## config.mk

```make
export PLATFORM = sky130hd
export DESIGN_NAME = dma_page_packet_deframer
export DESIGN_NICKNAME = d
export VERILOG_FILES = /design/src/hdl/dppd_pkg.sv /design/src/hdl/dma_page_packet_deframer.sv /design/src/hdl/dppd_len_decode.sv
export SDC_FILE = /design/constraint.sdc
export NUM_CORES = 1
export LEC_CHECK = 0
export BUFFER_PORTS_ARGS = -buffer_cell sky130_fd_sc_hd__buf_2
export CORE_UTILIZATION = 60
export DETAILED_ROUTE_END_ITERATION = 8
export MAX_ROUTING_LAYER = met4
export PLACE_DENSITY_LB_ADDON = 0.05
export SLEW_MARGIN = 20
export SYNTH_ARGS = -nofsm -noshare
export SYNTH_HDL_FRONTEND = slang
export SYNTH_SLANG_ARGS = --single-unit
```

## constraint.sdc

```tcl
create_clock -name clk -period 5.24 [get_ports clk]
set_clock_uncertainty 0.05 [all_clocks]
set_input_delay 0.262 -clock clk [delete_from_list [all_inputs] [get_ports clk]]
set_output_delay 0.262 -clock clk [all_outputs]
set_load 0.05 [all_outputs]
```

## src/hdl/dppd_pkg.sv

```systemverilog
// Shared types and constants for the DMA page packet deframer.
// No dependencies.
package dppd_pkg;

  // Word index width; indexes wrap at this size.
  localparam int IDX_W = 20;

  // Phase codes of the page walker.
  localparam logic [2:0] PH_IDLE    = 3'd0;
  localparam logic [2:0] PH_HEADER  = 3'd1;
  localparam logic [2:0] PH_TSTAMP  = 3'd2;
  localparam logic [2:0] PH_LENGTH  = 3'd3;
  localparam logic [2:0] PH_PAYLOAD = 3'd4;
  localparam logic [2:0] PH_PAD     = 3'd5;

  // Decoded packet length word.
  typedef struct packed {
    logic        short_pkt;  // length not above strip count
    logic        oversize;   // delivered length does not fit 16 bits
    logic [15:0] delivered;  // length less strip
    logic [13:0] skip;       // trailer and pad words after the payload
  } len_info_t;

endpackage

```

## src/hdl/dma_page_packet_deframer.sv

```systemverilog
// Top level of the DMA page packet deframer: page walker and result register.
// Depends on dppd_pkg and dppd_len_decode.
//
// Usage:
//   in_*  channel carries the words of a receive DMA page in address order,
//         one beat per word; in_tuser marks word 0 (the qword count).
//   out_* channel carries the payload words of each packet; out_tuser marks
//         the first word, out_tlast the last, and out_tdata also holds the
//         valid byte count and the delivered packet length.
//   cfg_* writes the number of trailer bytes stripped per packet (0..4).
// A payload word is registered and appears on the output in the cycle after
// its input beat is accepted. Header, timestamp, length, trailer and padding
// words produce no output beat.
// Throughput is one beat per cycle: a new word is taken whenever the output
// register is empty or is being drained in the same cycle.
// When the receiver stalls, the output register holds its beat and in_tready
// drops until it is taken.
// Reset clears the walker to idle (awaiting a page start), empties the
// output register and sets the strip count to four.
module dma_page_packet_deframer
  import dppd_pkg::*;
#(
  parameter int PAGE_WORDS   = 524288,
  parameter int HEADER_WORDS = 32
) (
  input  logic        clk,
  input  logic        rst_n,
  input  logic        cfg_wr_en,
  input  logic [2:0]  cfg_wr_data,   // strip_trailer_bytes
  input  logic        in_tvalid,
  output logic        in_tready,
  input  logic [31:0] in_tdata,      // [31:0] page_word
  input  logic        in_tuser,      // [0] page_start
  output logic        out_tvalid,
  input  logic        out_tready,
  output logic [55:0] out_tdata,     // [31:0] payload_word, [34:32] valid_bytes,
                                     // [50:35] packet_bytes, [55:51] zero
  output logic        out_tlast,     // last_of_packet
  output logic        out_tuser      // [0] first_of_packet
);

  localparam logic [IDX_W-1:0] HDR_IDX  = IDX_W'(HEADER_WORDS);
  localparam logic [33:0]      PAGE_END = 34'(PAGE_WORDS);
  localparam logic [33:0]      HDR_ADD  = 34'(HEADER_WORDS);

  // Walker state.
  logic [2:0]       phase_r, phase_nxt;
  logic [IDX_W-1:0] word_index_r, word_index_nxt;
  logic [IDX_W-1:0] end_index_r, end_index_nxt;
  logic [15:0]      payload_left_r, payload_left_nxt;
  logic [13:0]      skip_left_r, skip_left_nxt;
  logic [15:0]      delivered_r, delivered_nxt;
  logic             first_pending_r, first_pending_nxt;
  logic [2:0]       strip_r;

  // Result register.
  logic             out_valid_r, out_valid_nxt;
  logic [31:0]      out_word_r, out_word_nxt;
  logic [2:0]       out_vb_r, out_vb_nxt;
  logic [15:0]      out_len_r, out_len_nxt;
  logic             out_first_r, out_first_nxt;
  logic             out_last_r, out_last_nxt;

  logic             in_beat;
  logic             emit;
  logic [IDX_W-1:0] idx_adv;
  logic             at_end;
  logic [33:0]      page_end;
  logic             page_bad;
  logic [2:0]       vb;
  logic [15:0]      left_after;
  len_info_t        len_info;

  dppd_len_decode u_len (
    .len   (in_tdata),
    .strip (strip_r),
    .info  (len_info)
  );

  // Take a new word whenever the result register is free or draining.
  assign in_tready = !out_valid_r || out_tready;
  assign in_beat   = in_tvalid && in_tready;

  always_comb begin
    idx_adv    = word_index_r + IDX_W'(1);
    at_end     = (idx_adv >= end_index_r);
    page_end   = {1'b0, in_tdata, 1'b0} + HDR_ADD;
    page_bad   = (in_tdata == 32'd0) || (page_end > PAGE_END);
    vb         = (payload_left_r >= 16'd4) ? 3'd4 : payload_left_r[2:0];
    left_after = payload_left_r - {13'd0, vb};

    phase_nxt         = phase_r;
    word_index_nxt    = word_index_r;
    end_index_nxt     = end_index_r;
    payload_left_nxt  = payload_left_r;
    skip_left_nxt     = skip_left_r;
    delivered_nxt     = delivered_r;
    first_pending_nxt = first_pending_r;
    emit              = 1'b0;

    if (in_tuser) begin
      // Page start restarts the walker in any phase.
      payload_left_nxt  = '0;
      skip_left_nxt     = '0;
      first_pending_nxt = 1'b0;
      word_index_nxt    = IDX_W'(1);
      if (page_bad) begin
        phase_nxt     = PH_IDLE;
        end_index_nxt = '0;
      end else begin
        end_index_nxt = page_end[IDX_W-1:0];
        if (IDX_W'(1) >= HDR_IDX) begin
          phase_nxt = (IDX_W'(1) >= page_end[IDX_W-1:0]) ? PH_IDLE : PH_TSTAMP;
        end else begin
          phase_nxt = PH_HEADER;
        end
      end
    end else begin
      case (phase_r)
        PH_HEADER: begin
          word_index_nxt = idx_adv;
          if (idx_adv >= HDR_IDX) begin
            phase_nxt = at_end ? PH_IDLE : PH_TSTAMP;
          end
        end
        PH_TSTAMP: begin
          word_index_nxt = idx_adv;
          phase_nxt      = PH_LENGTH;
        end
        PH_LENGTH: begin
          word_index_nxt = idx_adv;
          if (len_info.short_pkt) begin
            // Drop the whole padded payload of a short packet.
            skip_left_nxt    = len_info.skip;
            payload_left_nxt = '0;
            if (len_info.skip != 14'd0) begin
              phase_nxt = PH_PAD;
            end else begin
              phase_nxt = at_end ? PH_IDLE : PH_TSTAMP;
            end
          end else if (len_info.oversize) begin
            // Corrupt page: drop the rest.
            phase_nxt = PH_IDLE;
          end else begin
            delivered_nxt     = len_info.delivered;
            payload_left_nxt  = len_info.delivered;
            first_pending_nxt = 1'b1;
            skip_left_nxt     = len_info.skip;
            phase_nxt         = PH_PAYLOAD;
          end
        end
        PH_PAYLOAD: begin
          word_index_nxt    = idx_adv;
          emit              = 1'b1;
          first_pending_nxt = 1'b0;
          payload_left_nxt  = left_after;
          if (left_after == 16'd0) begin
            if (skip_left_r != 14'd0) begin
              phase_nxt = PH_PAD;
            end else begin
              phase_nxt = at_end ? PH_IDLE : PH_TSTAMP;
            end
          end
        end
        PH_PAD: begin
          word_index_nxt = idx_adv;
          if (skip_left_r > 14'd1) begin
            skip_left_nxt = skip_left_r - 14'd1;
          end else begin
            skip_left_nxt = '0;
            phase_nxt     = at_end ? PH_IDLE : PH_TSTAMP;
          end
        end
        default: begin
          phase_nxt = PH_IDLE;
        end
      endcase
    end
  end

  // Result register: drain on a taken beat, load on an emitting input beat.
  always_comb begin
    out_valid_nxt = out_valid_r && !out_tready;
    out_word_nxt  = out_word_r;
    out_vb_nxt    = out_vb_r;
    out_len_nxt   = out_len_r;
    out_first_nxt = out_first_r;
    out_last_nxt  = out_last_r;
    if (in_beat && emit) begin
      out_valid_nxt = 1'b1;
      out_word_nxt  = in_tdata;
      out_vb_nxt    = vb;
      out_len_nxt   = delivered_r;
      out_first_nxt = first_pending_r;
      out_last_nxt  = (payload_left_r <= 16'd4);
    end
  end

  always_ff @(posedge clk) begin
    if (!rst_n) begin
      phase_r         <= PH_IDLE;
      word_index_r    <= '0;
      end_index_r     <= '0;
      payload_left_r  <= '0;
      skip_left_r     <= '0;
      delivered_r     <= '0;
      first_pending_r <= 1'b0;
      strip_r         <= 3'd4;
      out_valid_r     <= 1'b0;
    end else begin
      if (in_beat) begin
        phase_r         <= phase_nxt;
        word_index_r    <= word_index_nxt;
        end_index_r     <= end_index_nxt;
        payload_left_r  <= payload_left_nxt;
        skip_left_r     <= skip_left_nxt;
        delivered_r     <= delivered_nxt;
        first_pending_r <= first_pending_nxt;
      end
      if (cfg_wr_en) begin
        strip_r <= cfg_wr_data;
      end
      out_valid_r <= out_valid_nxt;
    end
  end

  // Payload of the result register needs no reset.
  always_ff @(posedge clk) begin
    out_word_r  <= out_word_nxt;
    out_vb_r    <= out_vb_nxt;
    out_len_r   <= out_len_nxt;
    out_first_r <= out_first_nxt;
    out_last_r  <= out_last_nxt;
  end

  assign out_tvalid = out_valid_r;
  assign out_tdata  = {5'd0, out_len_r, out_vb_r, out_word_r};
  assign out_tlast  = out_last_r;
  assign out_tuser  = out_first_r;

endmodule

```

## src/hdl/dppd_len_decode.sv

```systemverilog
// Decodes a packet length word into delivered length and words to skip.
// Depends on dppd_pkg.
module dppd_len_decode
  import dppd_pkg::*;
(
  input  logic [31:0] len,
  input  logic [2:0]  strip,
  output len_info_t   info
);

  logic [2:0]  strip_eff;
  logic [31:0] delivered_full;
  logic [17:0] pad_sum;
  logic [15:0] padded;
  logic [16:0] dw_sum;
  logic [15:0] skip_full;

  always_comb begin
    // Strip codes above four act as four.
    strip_eff      = (strip > 3'd4) ? 3'd4 : strip;
    delivered_full = len - {29'd0, strip_eff};
    // Payload is padded to whole qwords: two words per eight bytes.
    pad_sum        = {1'b0, len[16:0]} + 18'd7;
    padded         = {pad_sum[17:3], 1'b0};
    dw_sum         = {1'b0, delivered_full[15:0]} + 17'd3;
    skip_full      = padded - {1'b0, dw_sum[16:2]};

    info.short_pkt = (len <= {29'd0, strip_eff});
    info.oversize  = |delivered_full[31:16];
    info.delivered = delivered_full[15:0];
    info.skip      = info.short_pkt ? padded[13:0] : skip_full[13:0];
  end

endmodule

```

==> summary.txt, run 1 <==
Min path
  – Min-delay src: in_tdata[19]
  – HP Class: input port to flip-flop
  – Hold Path Depth: 1
  – Hold Path End: out_word_r[19]

Synthesis
  – Seq cells post-synth: 146
  – Synth cell types: 72
  – Cells after Synth: 1154
  – EDFF count, synth: 53
  – Register area share after synthesis: 0.364
  – Synth warn: 0
  – Ys async rst share: 0
  – Synth Cell Area: 9490 µm²
  – Main synth FF type: dfxtp_1
  – Synth Area per Inst: 8.22 µm²

Die
  – IO Pins: 101
  – # rows: 45
  – Die Area: 16300 µm²
  – Horiz. Die Dim: 128 µm
  – Core area: 15300 µm²
  – Die H: 128 µm
  – Starting Density: 0.619

Run
  – Maxcap violations: 0

Detailed routing
  – Final wirelength: 25100 µm
  – DR vias: 8815
  – First-pass iteration count of the detailed router: 5
  – Residual DRC: 0
  – WL per Instance: 17.4 µm
  – Routed Antenna Nets: 0
  – Drt via density: 6.12
  – 1st-iter DRT viols: 812

Setup path
  – Critical Path Start Type: flip-flop
  – Crit path max-delay family: compound AO/OA/AOI/OAI gates
  – Crit path kind: flip-flop to flip-flop
  – R2R depth: 19
  – R2r endpoint: skip_left_r[13]
  – R2R Setup Slk: 420 ps
  – Worst path required time: 5550 ps
  – Crit path capture type: flip-flop
  – Crit-path max FO: 6
  – WP buf/inv: 1
  – Reg2Reg Launch Point: strip_r[0]
  – Slowest CP cell: or3_1
  – Beginning of the critical path: strip_r[0]
  – Crit path depth: 19
  – CP arrival: 5130 ps
  – Slowest stage delay, CP: 480 ps
  – Crit-path cells: nor2b_1 > ha_1 > inv_1 > fa_1 > a211oi_4 > xnor2_1 > a211o_1 > or3_1 > or3_1 > o21ai_0 > nand2_1 > ha_1 > nand3_1 > a311oi_2 > o41ai_2 > a21oi_1 > xnor2_1 > nand3_1 > o211ai_1

Clock network
  – # clock sinks: 146
  – Worst skew pair latency: 430 ps
  – CTS tree: built
  – Clock Tree Buf Depth: 2
  – TritonCTS buffer count: 17
  – Worst-path clk slew: 70 ps
  – Root Driver: clkbuf_16
  – CTS HTree Levels: 4

Place
  – Placed wire-length estimate: 18000 µm
  – DP Worst Slack: 392 ps
  – Placed instance area: 10000 µm²
  – Quantity of I/O buffers inserted on ports: 95
  – Placer congestion estimate: 0.956
  – Placed Instances: 1406

Timing
  – Rel. slew slack: 0.290
  – Max Slew Vio Count: 0
  – Setup violators final: 0
  – Fin crit share: 0.920
  – RSZ-0062 raised after global routing: false
  – Slew at the pin closest to its max-slew limit: 1060 ps
  – Final min period: 4820 ps
  – Total Negative Setup Slacks: 0 ps
  – Setup ws final: 421 ps
  – Final Hold Violating Endpoints: 0
  – Fmax: 0.208 GHz

Global route
  – Gr usage total: 0.326
  – First-pass GRT wire length: 40500 µm
  – Vias in the first global route: 7914
  – Global route overflow: 0
  – Antenna violations before repair: 0
  – Largest net degree at the start of global routing: 59

Pwr
  – Pwr Density: 281 nW/µm²
  – Internal Power: 2.18 mW
  – Sequential group share of total power: 0.397
  – P_leak: 4.10 nW
  – Worst vdd ir: 0.286 mV
  – Combinational Power Share: 0.174
  – Clock Power Share: 0.429
  – Sw Ratio: 0.278
  – Switching pwr: 0.837 mW

Final layout
  – Ant. Diodes: 0
  – Final #Nets: 1304
  – Synth-to-Final Area Change: 13.1%
  – Post-Layout Cell Count: 1441
  – Design area: 10700 µm²
  – Layout cell share with drive strength beyond 1: 0.133
  – Post-Route Utilization: 0.700

Run status
  – Status: finished, final reports clean
-- power groups by stage --
stage / Combinational (mW) / Clock [mW] / Sequential (mW)
finish: 0.525 / 1.29 / 1.20
detailed placement: 0.504 / 0 / 1.22
floorplan: 0.379 / 0 / 1.22
global placement: 0.500 / 0 / 1.22
global route: 0.576 / 1.36 / 1.20
CTS: 0.512 / 1.31 / 1.20
-- sequential cells by signal (all words and copies together), names as in the netlist --
name,cells
payload_left_r,16
word_index_r,20
phase_r,3
out_tlast,1
out_len_r,16
end_index_r,19
out_tuser,1
out_vb_r,3
out_word_r,32
skip_left_r,14
strip_r,3
out_tvalid,1
delivered_r,16
first_pending_r,1
-- kinds of logic (layout without fill, tap and decap cells) --
group	count (synthesis)	count (layout)	share of synthesized area
AOI/OAI and AO/OA	267	267	0.179
muxes	11	11	0.0124
DFF	146	146	0.364
xor gates and xnor gates	85	85	0.0785
other	2	6	0.000792
adders and majority gates	46	46	0.0623
and+or+nand+nor	482	482	0.253
buffers and inverters	115	187	0.0508
-- cells in the final DEF (no fill, tap or decap), types with 9 or more instances in the layout --
cell       instances
o21ai_0           45
a21o_1            11
xor2_1            32
and2_1            14
buf_2             95
or3_1             27
nor2_1           115
xnor2_1           53
nand3b_1          11
nor3_1            53
dfxtp_1           93
a211oi_1          22
a21oi_1           95
buf_4             11
or2_2              9
or4_1             10
ha_1              44
a22oi_1           17
nand2b_1           9
nor4_1            23
edfxtp_1          53
nor2b_1           10
o31ai_1           13
clkbuf_16         19
nand3_1           43
and3_1             9
nand2_1          115
nand4_1           16
inv_1             44
-- what timing repair did --
item / CTS / global route
setup buffers: 0 / 0
resized for setup: 0 / 3
setup endpoints to repair: 0 / 1
endpoints found under the hold margin: 3 / 0
hold buffers: 3 / 0
-- metrics by stage --
step / hold WS (ps) / power [mW]
6_report: 17.5 / 3.02
5_1_grt: 11.7 / 3.13
4_1_cts: 1.31 / 3.02
3_5_place_dp: 367 / 1.73
3_3_place_gp: 364 / 1.72
2_1_floorplan: 311 / 1.60
-- cell usage after synthesis (13+ instances only) --
| cell | number | share of area |
|---|---|---|
| a22oi_1 | 17 | 0.013 |
| and2_1 | 14 | 0.0092 |
| clkbuf_1 | 48 | 0.019 |
| buf_2 | 13 | 0.0069 |
| a211oi_1 | 22 | 0.017 |
| xor2_1 | 32 | 0.030 |
| ha_1 | 44 | 0.058 |
| o31ai_1 | 13 | 0.010 |
| a21oi_1 | 95 | 0.050 |
| edfxtp_1 | 53 | 0.17 |
| nand2_1 | 115 | 0.046 |
| or3_1 | 27 | 0.018 |
| dfxtp_1 | 93 | 0.20 |
| xnor2_1 | 53 | 0.049 |
| nand4_1 | 16 | 0.011 |
| o21ai_0 | 46 | 0.024 |
| nor3_1 | 53 | 0.028 |
| inv_1 | 46 | 0.018 |
| nor4_1 | 24 | 0.016 |
| nand3_1 | 43 | 0.023 |
| nor2_1 | 115 | 0.046 |
-- area by class of cell --
cell class,instances,area [µm²]
repair buffers,109,588
well taps,211,264
clock inverters,10,119
fillers,1315,4590
inverters,46,174
flip-flops and latches,146,3450
clock buffers,22,517
multi-input cells,897,5610
-- per-layer routing --
metal,track usage,routed length [µm],vias up
met5,-,0,-
met4,0.138,784,0
met3,0.0534,1390,48
met2,0.516,11900,333
met1,0.414,11100,4133
li1,-,-,4301
-- worst max path at each step --
stage | slack, ps | to
6_report | 420 | skip_left_r[13]
2_1_floorplan | 790 | skip_left_r[11]
4_1_cts | 370 | skip_left_r[13]
3_3_place_gp | 480 | skip_left_r[13]
5_1_grt | 50 | skip_left_r[13]
3_5_place_dp | 390 | skip_left_r[13]
Power figures use the tool's default switching activity.
==> run 2: changes to the inputs <==
--- a/config.mk
+++ b/config.mk
@@ -8,3 +8,3 @@
 export BUFFER_PORTS_ARGS = -buffer_cell sky130_fd_sc_hd__buf_2
-export CORE_UTILIZATION = 60
+export CORE_UTILIZATION = 65
 export DETAILED_ROUTE_END_ITERATION = 8
==> constraint.sdc (replaced) <==
create_clock -name clk -period 6.24 [get_ports clk]
set_clock_uncertainty 0.05 [all_clocks]
set_input_delay 0.936 -clock clk [delete_from_list [all_inputs] [get_ports clk]]
set_output_delay 0.936 -clock clk [all_outputs]
set_load 0.05 [all_outputs]
==> summary.txt, run 2 (synthesis gave the netlist of run 1 again) <==
Setup path
  – Reg2Reg Launch Point: strip_r[0]
  – WP buf/inv: 3
  – Crit-path max FO: 6
  – Slowest CP cell: or3_1
  – Crit path capture type: flip-flop
  – Worst path required time: 6480 ps
  – Crit path kind: input port to flip-flop
  – R2R Setup Slk: 1170 ps
  – CP arrival: 5460 ps
  – R2r endpoint: skip_left_r[11]
  – R2R depth: 19
  – Crit path max-delay family: compound AO/OA/AOI/OAI gates
  – Critical Path Start Type: input port
  – Slowest stage delay, CP: 480 ps
  – Crit-path cells: buf_2 > inv_1 > ha_1 > inv_1 > fa_1 > a211oi_2 > xnor2_1 > a211o_1 > or3_1 > or3_1 > o21ai_0 > nand2_1 > ha_1 > nand3_1 > a311oi_1 > o41ai_1 > a21bo_2 > o22ai_1 > a22oi_1 > nor2_1

Detailed routing
  – Final wirelength: 25200 µm
  – Drt via density: 6.39
  – 1st-iter DRT viols: 1055
  – Routed Antenna Nets: 0
  – DR vias: 8967
  – WL per Instance: 17.9 µm
  – Residual DRC: 0
  – First-pass iteration count of the detailed router: 7

Pwr
  – Clock Power Share: 0.410
  – P_leak: 4.02 nW
  – Sequential group share of total power: 0.413
  – Combinational Power Share: 0.177
  – Pwr Density: 231 nW/µm²
  – Switching pwr: 0.695 mW
  – Worst vdd ir: 0.260 mV
  – Sw Ratio: 0.285
  – Internal Power: 1.74 mW

Clock network
  – CTS tree: built
  – Worst skew pair latency: 430 ps
  – Worst-path clk slew: 60 ps
  – Root Driver: clkbuf_16
  – # clock sinks: 146
  – Clock Tree Buf Depth: 2
  – Post_cts resized: 0
  – TritonCTS buffer count: 17
  – CTS HTree Levels: 4
  – Setup Buffers After CTS: 0
  – Hold buffer count at CTS: 0

Die
  – Core area: 14000 µm²
  – Starting Density: 0.675
  – Die Area: 15100 µm²
  – Die H: 123 µm
  – Horiz. Die Dim: 123 µm
  – # rows: 43
  – IO Pins: 101

Timing
  – Fin crit share: 0.836
  – Total Negative Setup Slacks: 0 ps
  – Setup violators final: 0
  – Max Slew Vio Count: 0
  – Final min period: 5220 ps
  – Slew at the pin closest to its max-slew limit: 1060 ps
  – Rel. slew slack: 0.293
  – Fmax: 0.192 GHz
  – RSZ-0062 raised after global routing: false
  – Final Hold Violating Endpoints: 0

Global route
  – Gr usage total: 0.354
  – Antenna violations before repair: 0
  – Vias in the first global route: 8101
  – Largest net degree at the start of global routing: 61
  – Global route overflow: 0
  – First-pass GRT wire length: 40000 µm

Place
  – Placed Instances: 1371
  – Placed wire-length estimate: 17900 µm
  – Placer congestion estimate: 1.01
  – Quantity of I/O buffers inserted on ports: 95

Final layout
  – Most flop-heavy register: out_word_r
  – Biggest regs: out_word_r: 32 flops, word_index_r: 20 flops, end_index_r: 19 flops
  – Final #Nets: 1297
  – Most frequent cells in the layout: nand2_1, nor2_1, a21oi_1, buf_2, dfxtp_1
  – Ant. Diodes: 0
  – Post-Layout Cell Count: 1403
  – Layout cell share with drive strength beyond 1: 0.126
  – Synth-to-Final Area Change: 11.1%
  – # fillers: 1114
  – Largest register FFs: 32

Run
  – Maxcap violations: 0

Min path
  – HP Class: flip-flop to flip-flop
  – Hold Path End: out_len_r[15]
  – Hold Path Depth: 0
  – Min-delay src: delivered_r[15]

Run status
  – Status: finished, final reports clean
==> run 2: cell types whose count changed in the layout (fill, tap and decap cells not counted), moves of 2 or more <==
cell | before | now
buf_4 | 11 | 7
clkbuf_8 | 3 | 0
dlygate4sd3_1 | 3 | 0
clkbuf_16 | 19 | 17
clkinv_1 | 1 | 3
==> run 2: area by class of cell <==
| cell class | instances | area, µm² | area share |
|---|---|---|---|
| Inverter | 46 | 173 | 0.0164 |
| Clock buffer | 18 | 429 | 0.0407 |
| Multi-Input combinational cell | 897 | 5590 | 0.531 |
| Clock inverter | 14 | 139 | 0.0132 |
| Sequential cell | 146 | 3450 | 0.328 |
| Tap cell | 180 | 225 | 0.0214 |
| Timing Repair Buffer | 102 | 528 | 0.0501 |
==> run 2: worst max-delay path by stage <==
stage	slack [ps]	depth (start not counted)	startpoint	to
floorplan	1250	20	in_tdata[0]	skip_left_r[11]
global placement	830	20	in_tdata[0]	skip_left_r[11]
detailed placement	740	20	in_tdata[0]	skip_left_r[13]
CTS	1100	20	in_tdata[0]	skip_left_r[11]
global route	670	20	in_tdata[0]	skip_left_r[11]
finish	1020	20	in_tdata[0]	skip_left_r[11]
==> run 2: power by group through the flow <==
stage               Combinational (mW)  Clock [mW]  Sequential (mW)
finish                           0.430       0.999             1.01
global route                     0.471        1.04             1.01
CTS                              0.422        1.00             1.01
detailed placement               0.417           0             1.03
global placement                 0.414           0             1.03
floorplan                        0.318           0             1.02
==> run 2: worst register-to-register path: stages, from the launching register on <==
cell      delay (ps)
dfxtp_1          340
nor2b_1          190
ha_1             210
inv_1             60
fa_1             440
a211oi_2         390
xnor2_1          200
a211o_1          310
or3_1            480
or3_1            450
o21ai_0          170
nand2_1           70
ha_1             350
nand3_1          120
a311oi_1         440
o41ai_1          170
a21bo_2          210
o22ai_1           70
a22oi_1          160
nor2_1            60
==> run 2: routing by layer <==
metal | track usage | up-vias | routed length [µm]
met1 | 0.435 | 4206 | 10400
met4 | 0.161 | 0 | 958
met5 | - | - | 0
met2 | 0.566 | 398 | 12000
met3 | 0.0627 | 75 | 1850
li1 | - | 4288 | -
==> run 2: stage by stage <==
stage,hold WS [ps],power (mW),area (µm²),util,setup WS (ps)
after floorplan,358,1.34,9500,-,1250
after global placement,366,1.44,9970,0.710,832
after detailed placement,366,1.44,9970,0.710,740
after CTS,381,2.43,10500,0.750,1100
after global routing,394,2.52,10500,0.750,667
final,381,2.44,10500,0.750,1020
